## src/rtl/core/prvu_pkg.sv

```systemverilog
// Shared widths, reset values and codes of the PageRank residual vertex update.
// No dependencies.
package prvu_pkg;

  localparam int VALUE_W   = 32;
  localparam int WEIGHT_W  = 29;
  localparam int DRAW_W    = 16;
  localparam int DEGREE_W  = 16;
  localparam int ACC_W     = 40;
  localparam int FRAC_W    = 28;
  localparam int MUL_W     = 32;
  localparam int PROD_W    = 2 * MUL_W;
  localparam int CFG_IDX_W = 4;
  localparam int STEP_W    = 3;

  localparam logic [WEIGHT_W-1:0] ONE_Q      = WEIGHT_W'(1) << FRAC_W;
  localparam logic [WEIGHT_W-1:0] JUMP_RESET = WEIGHT_W'(26843546);
  localparam logic [VALUE_W-1:0]  PREC_RESET = VALUE_W'(1);

  // item kinds
  localparam logic [1:0] MODE_BEGIN   = 2'd0;
  localparam logic [1:0] MODE_IN_EDGE = 2'd1;
  localparam logic [1:0] MODE_END     = 2'd2;
  localparam logic [1:0] MODE_OUT_EDGE = 2'd3;

  // scheduling rules
  localparam logic [1:0] SCHED_RANDOM    = 2'd0;
  localparam logic [1:0] SCHED_ALWAYS    = 2'd1;
  localparam logic [1:0] SCHED_DEGREE    = 2'd2;
  localparam logic [1:0] SCHED_THRESHOLD = 2'd3;

  // result kinds
  localparam logic KIND_VALUE = 1'b0;
  localparam logic KIND_EDGE  = 1'b1;

  // register map
  localparam logic [CFG_IDX_W-1:0] REG_JUMP_WEIGHT     = CFG_IDX_W'(0);
  localparam logic [CFG_IDX_W-1:0] REG_JUMP_PER_VERTEX = CFG_IDX_W'(1);
  localparam logic [CFG_IDX_W-1:0] REG_SCHED_MODE      = CFG_IDX_W'(2);
  localparam logic [CFG_IDX_W-1:0] REG_TARGET_PREC     = CFG_IDX_W'(3);

endpackage

```

## src/rtl/core/prvu_mul.sv

```systemverilog
// Shared unsigned 32x32 multiplier with registered product and load enable.
// Depends on prvu_pkg.
module prvu_mul (
  input  logic                          clk_i,
  input  logic                          en_i,
  input  logic [prvu_pkg::MUL_W-1:0]    a_i,
  input  logic [prvu_pkg::MUL_W-1:0]    b_i,
  output logic [prvu_pkg::PROD_W-1:0]   prod_o
);

  logic [prvu_pkg::PROD_W-1:0] prod_q;

  always_ff @(posedge clk_i) begin
    if (en_i) begin
      prod_q <= prvu_pkg::PROD_W'(a_i) * prvu_pkg::PROD_W'(b_i);
    end
  end

  assign prod_o = prod_q;

endmodule

```

## src/rtl/core/pagerank_residual_vertex_update_top.sv

```systemverilog
// Each item is accepted in idle, then steps through the shared multiplier; end and out-edge
// items give a result, which shows as the block returns to idle for the next item.
// The number of steps is set by the number of products through the one shared 32x32 multiplier.
// A stalled output only holds the final step; the next item is taken while a result waits.
// Reset is asynchronous, active low: registers return to defaults, state to idle, step to zero.
module pagerank_residual_vertex_update_top (
  input  logic                              clk_i,
  input  logic                              rst_ni,
  input  logic                              in_valid_i,
  output logic                              in_stall_o,
  input  logic [1:0]                        mode_i,
  input  logic [prvu_pkg::VALUE_W-1:0]      vertex_value_i,
  input  logic [prvu_pkg::WEIGHT_W-1:0]     self_weight_i,
  input  logic [prvu_pkg::WEIGHT_W-1:0]     edge_weight_i,
  input  logic [prvu_pkg::VALUE_W-1:0]      source_value_i,
  input  logic [prvu_pkg::VALUE_W-1:0]      last_used_value_i,
  input  logic [prvu_pkg::DRAW_W-1:0]       random_draw_i,
  input  logic [prvu_pkg::DEGREE_W-1:0]     target_in_degree_i,
  input  logic [prvu_pkg::WEIGHT_W-1:0]     target_self_weight_i,
  output logic                              out_valid_o,
  input  logic                              out_stall_i,
  output logic                              result_kind_o,
  output logic [prvu_pkg::VALUE_W-1:0]      new_value_o,
  output logic [prvu_pkg::VALUE_W-1:0]      edge_residual_o,
  output logic                              schedule_target_o,
  input  logic                              cfg_valid_i,
  output logic                              cfg_ready_o,
  input  logic [prvu_pkg::CFG_IDX_W-1:0]    cfg_index_i,
  input  logic [prvu_pkg::VALUE_W-1:0]      cfg_data_i
);

  typedef enum logic [1:0] {
    ST_IDLE = 2'b01,
    ST_BUSY = 2'b10
  } state_e;

  state_e state_q, state_d;
  logic [prvu_pkg::STEP_W-1:0] step_q, step_d;

  logic [prvu_pkg::WEIGHT_W-1:0] jump_weight_q, jump_per_vertex_q;
  logic [1:0]                    sched_mode_q;
  logic [prvu_pkg::VALUE_W-1:0]  target_prec_q;

  logic [1:0]                     mode_q;
  logic [prvu_pkg::VALUE_W-1:0]   vval_q, src_q, diff_q;
  logic [prvu_pkg::WEIGHT_W-1:0]  sw_q, ew_q, tsw_q;
  logic [prvu_pkg::DRAW_W-1:0]    draw_q;
  logic [prvu_pkg::DEGREE_W-1:0]  deg_q;

  logic [prvu_pkg::ACC_W-1:0]     acc_q;
  logic [prvu_pkg::VALUE_W-1:0]   updated_q;
  logic [prvu_pkg::DRAW_W-1:0]    latched_draw_q;

  logic [prvu_pkg::PROD_W-1:0]    t_q;
  logic [prvu_pkg::ACC_W:0]       d_q;
  logic [prvu_pkg::VALUE_W-1:0]   res_q;
  logic [29:0]                    scaled_q;
  logic [60:0]                    n_q, b_q;

  logic                           out_valid_q, kind_q, sched_q;
  logic [prvu_pkg::VALUE_W-1:0]   new_value_q, residual_q;

  logic                           accept, busy, emits, is_last, out_free, advance, emit;
  logic [prvu_pkg::STEP_W-1:0]    last_step;
  logic [prvu_pkg::WEIGHT_W-1:0]  one_minus_jump, denom;
  logic [prvu_pkg::MUL_W-1:0]     mul_a, mul_b;
  logic [prvu_pkg::PROD_W-1:0]    prod;
  logic [prvu_pkg::VALUE_W-1:0]   diff_d;

  logic [prvu_pkg::ACC_W:0]       acc_sum;
  logic [prvu_pkg::ACC_W-1:0]     acc_add;
  logic [prvu_pkg::ACC_W:0]       d_new;
  logic [prvu_pkg::ACC_W+1:0]     nv_sum;
  logic [prvu_pkg::VALUE_W-1:0]   nv, res_sat;
  logic [35:0]                    res_full;
  logic [76:0]                    lhs_wide;
  logic                           rnd_ok, thr_ok, deg_ok, flag;

  assign busy        = (state_q == ST_BUSY);
  assign in_stall_o  = !(state_q == ST_IDLE);
  assign cfg_ready_o = (state_q == ST_IDLE);
  assign accept      = in_valid_i && (state_q == ST_IDLE);

  assign one_minus_jump = (jump_weight_q >= prvu_pkg::ONE_Q) ? '0
                                                              : prvu_pkg::ONE_Q - jump_weight_q;
  assign denom = prvu_pkg::ONE_Q - scaled_q[prvu_pkg::WEIGHT_W-1:0];

  assign diff_d = (last_used_value_i >= updated_q) ? last_used_value_i - updated_q
                                                   : updated_q - last_used_value_i;

  always_comb begin
    last_step = prvu_pkg::STEP_W'(1);
    emits     = 1'b0;
    case (mode_q)
      prvu_pkg::MODE_END: begin
        last_step = prvu_pkg::STEP_W'(3);
        emits     = 1'b1;
      end
      prvu_pkg::MODE_OUT_EDGE: begin
        last_step = (sched_mode_q == prvu_pkg::SCHED_DEGREE) ? prvu_pkg::STEP_W'(6)
                                                             : prvu_pkg::STEP_W'(2);
        emits     = 1'b1;
      end
      default: begin
        last_step = prvu_pkg::STEP_W'(1);
        emits     = 1'b0;
      end
    endcase
  end

  assign is_last  = (step_q == last_step);
  assign out_free = !out_valid_q || !out_stall_i;
  assign advance  = busy && !(is_last && emits && !out_free);
  assign emit     = advance && is_last && emits;

  // operand select for the shared multiplier
  always_comb begin
    mul_a = '0;
    mul_b = '0;
    case (mode_q)
      prvu_pkg::MODE_BEGIN: begin
        mul_a = vval_q;
        mul_b = prvu_pkg::MUL_W'(sw_q);
      end
      prvu_pkg::MODE_IN_EDGE: begin
        mul_a = prvu_pkg::MUL_W'(ew_q);
        mul_b = src_q;
      end
      prvu_pkg::MODE_END: begin
        mul_a = prvu_pkg::MUL_W'(one_minus_jump);
        mul_b = (step_q == prvu_pkg::STEP_W'(0)) ? acc_q[31:0]
                                                 : prvu_pkg::MUL_W'(acc_q[39:32]);
      end
      default: begin
        case (step_q)
          prvu_pkg::STEP_W'(0): begin
            mul_a = prvu_pkg::MUL_W'(ew_q);
            mul_b = diff_q;
          end
          prvu_pkg::STEP_W'(1): begin
            if (sched_mode_q == prvu_pkg::SCHED_DEGREE) begin
              mul_a = prvu_pkg::MUL_W'(one_minus_jump);
              mul_b = prvu_pkg::MUL_W'(tsw_q);
            end else begin
              mul_a = prvu_pkg::MUL_W'(latched_draw_q);
              mul_b = target_prec_q;
            end
          end
          prvu_pkg::STEP_W'(2): begin
            mul_a = prvu_pkg::MUL_W'(one_minus_jump);
            mul_b = res_q;
          end
          prvu_pkg::STEP_W'(3): begin
            mul_a = target_prec_q;
            mul_b = prvu_pkg::MUL_W'(denom);
          end
          prvu_pkg::STEP_W'(4): begin
            mul_a = n_q[31:0];
            mul_b = prvu_pkg::MUL_W'(deg_q);
          end
          prvu_pkg::STEP_W'(5): begin
            mul_a = prvu_pkg::MUL_W'(n_q[60:32]);
            mul_b = prvu_pkg::MUL_W'(deg_q);
          end
          default: begin
            mul_a = '0;
            mul_b = '0;
          end
        endcase
      end
    endcase
  end

  prvu_mul u_mul (
    .clk_i  (clk_i),
    .en_i   (advance),
    .a_i    (mul_a),
    .b_i    (mul_b),
    .prod_o (prod)
  );

  // datapath around the product
  assign acc_sum  = {1'b0, acc_q} + (prvu_pkg::ACC_W + 1)'(prod[63:28]);
  assign acc_add  = acc_sum[prvu_pkg::ACC_W] ? '1 : acc_sum[prvu_pkg::ACC_W-1:0];
  assign d_new    = {1'b0, prod[35:0], 4'b0000} + (prvu_pkg::ACC_W + 1)'(t_q[63:28]);
  assign nv_sum   = {1'b0, d_q} + (prvu_pkg::ACC_W + 2)'(jump_per_vertex_q);
  assign nv       = (|nv_sum[prvu_pkg::ACC_W+1:prvu_pkg::VALUE_W]) ? '1
                                                                 : nv_sum[31:0];
  assign res_full = prod[63:28];
  assign res_sat  = (|res_full[35:32]) ? '1 : res_full[31:0];
  assign lhs_wide = {prod[44:0], 32'b0} + 77'(t_q[47:0]);

  assign rnd_ok = {res_q, 16'b0} >= prod[47:0];
  assign thr_ok = res_q > target_prec_q;
  assign deg_ok = (|scaled_q[29:28]) ? ((n_q != '0) && (deg_q != '0))
                                     : (lhs_wide >= 77'(b_q));

  always_comb begin
    case (sched_mode_q)
      prvu_pkg::SCHED_RANDOM: flag = rnd_ok;
      prvu_pkg::SCHED_ALWAYS: flag = 1'b1;
      prvu_pkg::SCHED_DEGREE: flag = deg_ok;
      default:                flag = thr_ok;
    endcase
  end

  always_comb begin
    state_d = state_q;
    step_d  = step_q;
    unique case (state_q)
      ST_IDLE: begin
        if (accept) begin
          state_d = ST_BUSY;
          step_d  = '0;
        end
      end
      ST_BUSY: begin
        if (advance) begin
          if (is_last) begin
            state_d = ST_IDLE;
          end else begin
            step_d = step_q + prvu_pkg::STEP_W'(1);
          end
        end
      end
      default: begin
        state_d = ST_IDLE;
      end
    endcase
  end

  always_ff @(posedge clk_i or negedge rst_ni) begin
    if (!rst_ni) begin
      state_q <= ST_IDLE;
      step_q  <= '0;
    end else begin
      state_q <= state_d;
      step_q  <= step_d;
    end
  end

  always_ff @(posedge clk_i or negedge rst_ni) begin
    if (!rst_ni) begin
      jump_weight_q     <= prvu_pkg::JUMP_RESET;
      jump_per_vertex_q <= prvu_pkg::JUMP_RESET;
      sched_mode_q      <= prvu_pkg::SCHED_RANDOM;
      target_prec_q     <= prvu_pkg::PREC_RESET;
    end else if (cfg_valid_i && cfg_ready_o) begin
      unique case (cfg_index_i)
        prvu_pkg::REG_JUMP_WEIGHT:     jump_weight_q     <= cfg_data_i[prvu_pkg::WEIGHT_W-1:0];
        prvu_pkg::REG_JUMP_PER_VERTEX: jump_per_vertex_q <= cfg_data_i[prvu_pkg::WEIGHT_W-1:0];
        prvu_pkg::REG_SCHED_MODE:      sched_mode_q      <= cfg_data_i[1:0];
        prvu_pkg::REG_TARGET_PREC:     target_prec_q     <= cfg_data_i;
        default: ;
      endcase
    end
  end

  // item capture
  always_ff @(posedge clk_i) begin
    if (accept) begin
      mode_q <= mode_i;
      vval_q <= vertex_value_i;
      sw_q   <= self_weight_i;
      ew_q   <= edge_weight_i;
      src_q  <= source_value_i;
      diff_q <= diff_d;
      draw_q <= random_draw_i;
      deg_q  <= target_in_degree_i;
      tsw_q  <= target_self_weight_i;
    end
  end

  // vertex state
  always_ff @(posedge clk_i or negedge rst_ni) begin
    if (!rst_ni) begin
      acc_q          <= '0;
      updated_q      <= '0;
      latched_draw_q <= '0;
    end else if (advance) begin
      if (mode_q == prvu_pkg::MODE_BEGIN && step_q == prvu_pkg::STEP_W'(1)) begin
        acc_q <= prvu_pkg::ACC_W'(prod[63:28]);
      end
      if (mode_q == prvu_pkg::MODE_IN_EDGE && step_q == prvu_pkg::STEP_W'(1)) begin
        acc_q <= acc_add;
      end
      if (mode_q == prvu_pkg::MODE_END && step_q == prvu_pkg::STEP_W'(3)) begin
        updated_q      <= nv;
        latched_draw_q <= draw_q;
      end
    end
  end

  // intermediates
  always_ff @(posedge clk_i) begin
    if (advance) begin
      case (mode_q)
        prvu_pkg::MODE_END: begin
          if (step_q == prvu_pkg::STEP_W'(1)) t_q <= prod;
          if (step_q == prvu_pkg::STEP_W'(2)) d_q <= d_new;
        end
        prvu_pkg::MODE_OUT_EDGE: begin
          if (step_q == prvu_pkg::STEP_W'(1)) res_q    <= res_sat;
          if (step_q == prvu_pkg::STEP_W'(2)) scaled_q <= prod[57:28];
          if (step_q == prvu_pkg::STEP_W'(3)) n_q      <= prod[60:0];
          if (step_q == prvu_pkg::STEP_W'(4)) b_q      <= prod[60:0];
          if (step_q == prvu_pkg::STEP_W'(5)) t_q      <= prod;
        end
        default: ;
      endcase
    end
  end

  // output register
  always_ff @(posedge clk_i or negedge rst_ni) begin
    if (!rst_ni) begin
      out_valid_q <= 1'b0;
    end else if (emit) begin
      out_valid_q <= 1'b1;
    end else if (!out_stall_i) begin
      out_valid_q <= 1'b0;
    end
  end

  always_ff @(posedge clk_i) begin
    if (emit) begin
      if (mode_q == prvu_pkg::MODE_END) begin
        kind_q      <= prvu_pkg::KIND_VALUE;
        new_value_q <= nv;
        residual_q  <= '0;
        sched_q     <= 1'b0;
      end else begin
        kind_q      <= prvu_pkg::KIND_EDGE;
        new_value_q <= updated_q;
        residual_q  <= res_q;
        sched_q     <= flag;
      end
    end
  end

  assign out_valid_o       = out_valid_q;
  assign result_kind_o     = kind_q;
  assign new_value_o       = new_value_q;
  assign edge_residual_o   = residual_q;
  assign schedule_target_o = sched_q;

endmodule

```

## config.mk

```make
export PLATFORM = sky130hd
export DESIGN_NAME = pagerank_residual_vertex_update_top
export DESIGN_NICKNAME = d
export VERILOG_FILES = /design/src/rtl/core/prvu_pkg.sv /design/src/rtl/core/prvu_mul.sv /design/src/rtl/core/pagerank_residual_vertex_update_top.sv
export SDC_FILE = /design/constraint.sdc
export NUM_CORES = 2
export LEC_CHECK = 0
export ABC_AREA = 1
export BUFFER_PORTS_ARGS = -buffer_cell sky130_fd_sc_hd__buf_2
export CAP_MARGIN = 40
export CORE_MARGIN = 2
export CORE_UTILIZATION = 58
export DETAILED_ROUTE_END_ITERATION = 7
export PLACE_DENSITY = 0.79
export SYNTH_ARGS = -nofsm -noshare
export SYNTH_HDL_FRONTEND = slang
export SYNTH_SLANG_ARGS = --single-unit
```

## constraint.sdc

```tcl
create_clock -name clk_i -period 10 [get_ports clk_i]
set_clock_uncertainty 0.1 [all_clocks]
set_input_delay 2 -clock clk_i [delete_from_list [all_inputs] [get_ports clk_i]]
set_output_delay 2 -clock clk_i [all_outputs]
set_load 0.02 [all_outputs]
```

== Yosys cells after proc, flatten, opt, wreduce, memory -nomap -nowiden ==
Cells that the tools add are included.

* Add/sub/neg operators: 9
* $mul: 1
* $lt $le $gt $ge: 5
* Equality and inequality tests: 23
* Multiplexer cells: 33
* Reduce and logical (&&, ||, !) cells: 45

{| class="wikitable"
|+ Operators by type and width
! kind !! number
|-
| $pmux W32 S3 || 2
|-
| $pmux W32 S6 || 1
|-
| $mux W32 || 5
|-
| $pmux W32 S5 || 1
|-
| $mux W64 || 2
|-
| $pmux W64 S2 || 1
|-
| $mux W40 || 3
|-
| $add A40 B36 Y41 || 2
|-
| $add A77 B48 Y77 || 1
|-
| $ge A77 B61 Y1 || 1
|-
| $mul A32 B32 Y64 || 1
|-
| $sub A32 B32 Y32 || 2
|-
| $reduce_bool A61 Y1 || 1
|-
| $mux W29 || 2
|-
| $sub A29 B29 Y29 const A || 2
|-
| $ge A48 B48 Y1 || 1
|-
| $add A41 B29 Y42 || 1
|-
| $ge A32 B32 Y1 || 1
|-
| $gt A32 B32 Y1 || 1
|-
| $ge A29 B29 Y1 const B || 1
|-
| $reduce_and A3 Y1 || 6
|-
| $reduce_bool A16 Y1 || 1
|-
| $mux W3 || 4
|-
| $pmux W3 S2 || 2
|-
| other kinds (27) || 71
|}

* Register bits after elaboration: 822
* Input bits: 258
* Output and inout port bits: 69
* Word-level logic and storage cells: 146

== Depth between registers and ports, before layout ==
* Word-level depth: 11
* Gate-level depth with buffers: 49
* Gate-level depth less buffers: 46

== By module ==
A second synthesis with hierarchy kept.

* Cells, all modules: 10433
* Area total of the unflattened synthesis: 83715.3 sq um

{| class="wikitable"
|+ By module, submodules not included
! module !! times used !! cells an instance !! area an instance (sq um) !! seq. area each (sq um)
|-
| pagerank_residual_vertex_update_top || 1 || 5399 || 45646.3 || 21866.0
|-
| prvu_mul || 1 || 5034 || 38069.0 || 1921.8
|}

== Worst setup path before layout ==
No wires, ideal clock.

* Kind: input to register
* Start point: in in_valid_i
* End point: reg deg_q[0] (netlist name) (enable)
* Library setup time: 0.799 ns
* Arrival: 10.970 ns
* Required time: 9.101 ns
* Slack: -1.869 ns
* Stages on the path: 2
* Path buffers: 0
* Cells stage by stage: inv_1 > nor2_1

* Longest elaborated chain between the ends: 1

{| class="wikitable"
|+ RTL lines
! what !! line !! source
|-
| from (decl) || pagerank_residual_vertex_update_top.sv:9 || <nowiki>input logic in_valid_i,</nowiki>
|-
| $logic_and A1 B1 Y1 || pagerank_residual_vertex_update_top.sv:82 || <nowiki>assign accept = in_valid_i && (state_q == ST_IDLE);</nowiki>
|-
| named net accept || pagerank_residual_vertex_update_top.sv:63 || <nowiki>logic accept, busy, emits, is_last, out_free, advance, emit;</nowiki>
|-
| to (signal assigned) || pagerank_residual_vertex_update_top.sv:269 || <nowiki>deg_q <= target_in_degree_i;</nowiki>
|-
| to (decl) || pagerank_residual_vertex_update_top.sv:48 || <nowiki>logic [prvu_pkg::DEGREE_W-1:0] deg_q;</nowiki>
|}

The timed path passes the listed nets, and every way through them passes these cells.
A chain may end at the register's enable or synchronous reset.

== Final worst setup path ==
* Start point: reg step_q[0] (netlist name)
* End point: reg u_mul.prod_q, in the netlist u_mul.prod_o[63] (data pin)

* Longest elaborated chain between the ends: 5

{| class="wikitable"
|+ RTL lines
! what !! line !! source
|-
| from (decl) || pagerank_residual_vertex_update_top.sv:38 || <nowiki>logic [prvu_pkg::STEP_W-1:0] step_q, step_d;</nowiki>
|-
| from (signal assigned) || pagerank_residual_vertex_update_top.sv:238 || <nowiki>step_q <= step_d;</nowiki>
|-
| $eq A3 B3 Y1 || pagerank_residual_vertex_update_top.sv:135 || <nowiki>case (step_q)</nowiki>
|-
| $reduce_or A2 Y1 (no source line) || - ||
|-
| $pmux W32 S5 || pagerank_residual_vertex_update_top.sv:135 ||
|-
| $pmux W32 S3 || pagerank_residual_vertex_update_top.sv:120 || <nowiki>case (mode_q)</nowiki>
|-
| $mul A32 B32 Y64 (*) || prvu_mul.sv:15 || <nowiki>prod_q <= prvu_pkg::PROD_W'(a_i) * prvu_pkg::PROD_W'(b_i);</nowiki>
|-
| to (signal assigned) || prvu_mul.sv:15 ||
|-
| to (decl) || prvu_mul.sv:11 || <nowiki>logic [prvu_pkg::PROD_W-1:0] prod_q;</nowiki>
|}

Every way passes the cells marked *; elsewhere a longest branch is shown, timed or not.

==> results by group <==
Status
  • Failing checks: design-rule violations
  • Status: complete, but fails checks

Layout
  • Most frequent cells in the layout: inv_1, nand2_1, nor2_1
  • Layout cells sized above 1: 10.77%
  • Commonest non-fill, non-tap cell in the layout: inv_1
  • Total Nets Final: 11550
  • Synth-to-layout area growth: 11.41%
  • Fillers: 11440

CTS
  • CTS buffer count: 90
  • Hold buffer count at CTS: 0
  • Root Buffer: clkbuf_16
  • CTS tree: yes
  • Clock buffer depth: 3
  • Htree depth: 3
  • CTS clk-pin slew, worst paths: 0.08 ns
  • Clock latency on the worst-skew pair: 0.75 ns
  • Sink Count: 822

STA
  • Fmax: 101.3 MHz
  • Final hold slack: 0.3400 ns
  • Relative slew slack: 27.28%
  • Final Hold Fails: 0
  • # setup viols final: 0
  • Final Cycle Share: 98.69%
  • Slew Viols, Final: 0
  • Slew @ Worst Pin: 1.091 ns
  • Tmin final: 9.869 ns

Floorplanning
  • Io pins: 327
  • Die Wd: 377.1 um
  • Die Ht: 377.1 um
  • CORE AREA: 137800 um^2
  • Die Area: 142200 um^2
  • Initial Util: 58.58%
  • Row cnt: 136

Synth
  • Yosys warnings: 0
  • Mapped Area: 80740 um^2
  • Seq/Total Area, Yosys: 29.46%
  • Async set-or-reset flop fraction in the synthesized netlist: 22.63%
  • Avg Cell Area, Syn: 8.635 um^2
  • Yosys cell types: 70
  • Post-Syn Instances: 9350
  • Number of flops mapped to enable cells by yosys: 636
  • Syn nets: 11060
  • Synth Flop Type: edfxtp_1
  • Yosys reg bits: 822

Global routing
  • Initial antenna violation count: 20
  • Vias in the first global route: 72020
  • GR Overflow Total: 0
  • Largest net degree at the start of global routing: 135
  • Gr usage total: 47.72%
  • First-pass GRT wire length: 483.5 mm

Flow run
  • Max Cap Viol: 0

Worst setup path
  • Worst EP required: 10.33 ns
  • Cell mode on critical path: fa_1
  • WS Path Type: flip-flop to flip-flop
  • Crit path capture type: flip-flop
  • Crit path DAT: 10.20 ns
  • Worst stage delay on the critical path: 0.57 ns
  • Startpoint types: flip-flop
  • Worst reg-to-reg path cell count: 33
  • Slowest CP cell: a221oi_1
  • CP Max Fanout: 15

Placement
  • RePlAce Congestion: 1.133
  • Post-DP HPWL: 278.5 mm
  • I/O Buffers: 326

Routing
  • Routed vias/inst: 6.224
  • Detail Route Antenna Nets: 0
  • DRT iter0 DRCs: 10260
  • Routed wl met2: 139.4 mm
  • Highest metal used: met5
  • M1 WL: 121.4 mm
  • Routed WL: 340.0 mm
  • Vias: 72980
  • Residual DRC: 6
  • Drt wl/cell: 29.00 um
  • Routed met3 length: 48.54 mm
  • Drt pass-1 iters: 8

Worst hold path
  • Hold path depth: 2
  • Worst Hold Class: flip-flop to flip-flop
Yosys cell counts, types with 34 or more instances:
library cell | number | area share (%)
fa_1 | 901 | 22
a31oi_1 | 34 | 0.26
o211ai_1 | 39 | 0.36
nand2_1 | 1745 | 8.1
a21oi_1 | 441 | 2.7
xor2_1 | 155 | 1.7
edfxtp_1 | 636 | 24
clkbuf_1 | 103 | 0.48
nor2_1 | 1046 | 4.9
nand3_1 | 468 | 2.9
buf_2 | 116 | 0.72
o22ai_1 | 35 | 0.27
o21ai_0 | 381 | 2.4
nor3_1 | 71 | 0.44
nor4_1 | 43 | 0.33
inv_2 | 35 | 0.16
xnor2_1 | 61 | 0.66
ha_1 | 555 | 8.6
nand4_1 | 74 | 0.57
inv_1 | 1772 | 8.2
dfrtp_1 | 158 | 4.9
a221oi_1 | 55 | 0.60
metal layers:
metal	vias to the layer above	global-route usage, %
met4	26	32.51
met2	5460	68.30
met5	-	0.4803
li1	30730	-
met3	1371	15.75
met1	35400	61.43
flip-flops by register name (all words and copies together) (netlist names), 40 cells and up:
register,flops
d_q,41
acc_q,40
u_mul.prod_o,64
t_q,64
n_q,61
b_q,61
metrics by stage:
step                instances  cell area, um^2  worst slack (ns)   TNS, ns  utilization [%]
global route            11710            89910          -0.05417  -0.08395            65.23
CTS                     11680            89220           0.01678         0            64.73
detailed placement      11510            86090           -0.1073   -0.3413            62.46
global placement        11500            85900          -0.07203   -0.2780            62.32
floorplan                9350            80740             1.492         0                -
finish                  11730            89950            0.1306         0            65.26
worst paths after layout:
kind / startpoint / to / slack [ns]
setup reg to reg: step_q[0]$_DFFE_PN0P_ / u_mul.prod_o[63]$_DFFE_PP_ / 0.13
min in group asynchronous: rst_ni / updated_q[19]$_DFFE_PN0P_ / 1.18
max in group asynchronous: rst_ni / latched_draw_q[5]$_DFFE_PN0P_ / 7.14
setup / recovery: step_q[0]$_DFFE_PN0P_ / u_mul.prod_o[63]$_DFFE_PP_ / 0.13
hold reg to reg: draw_q[11]$_DFFE_PP_ / latched_draw_q[11]$_DFFE_PN0P_ / 0.34
hold / removal: draw_q[11]$_DFFE_PP_ / latched_draw_q[11]$_DFFE_PN0P_ / 0.34
logic make-up after synthesis:
| family | count (synthesis) | share of synthesized area (%) |
|---|---|---|
| adder cells (fa/ha/maj) | 1456 | 30.94 |
| flip-flops | 822 | 29.46 |
| XOR/XNOR | 216 | 2.343 |
| buffers and inverters | 2110 | 10.40 |
| AO/OA/AOI/OAI | 1205 | 8.705 |
| AND/OR/NAND/NOR | 3538 | 18.11 |
| multiplexers | 3 | 0.03720 |
timing repair:
action,CTS,global route
hold endpoints to repair,0,0
setup endpoints to repair,12,35
pin swaps,0,11
resized for setup,10,116
setup buffers,0,30
final cells by class:
| type | instances | area (um^2) | share of cell area [%] |
|---|---|---|---|
| multi-input combinational | 6418 | 48960 | 54.43 |
| antenna | 17 | 42.54 | 0.04729 |
| tap | 1794 | 2245 | 2.495 |
| timing repair buffer | 694 | 4964 | 5.518 |
| clock buffer | 112 | 2436 | 2.708 |
| clock inverter | 56 | 650.6 | 0.7233 |
| inverter | 1814 | 6864 | 7.631 |
| sequential | 822 | 23790 | 26.45 |
worst max-delay path, delay by kind of cell (launching register included):
kind                       cells  cell delay (ns)
adders and majority gates     10             4.61
and+or+nand+nor                7             1.21
AOI/OAI and AO/OA              7             1.96
buffers and inverters          8             1.04
xor gates and xnor gates       1             0.16
DFF                            1             0.41
Power is not shown: default switching activity piles up to over one toggle a cycle in this logic, so the estimate is an artifact.
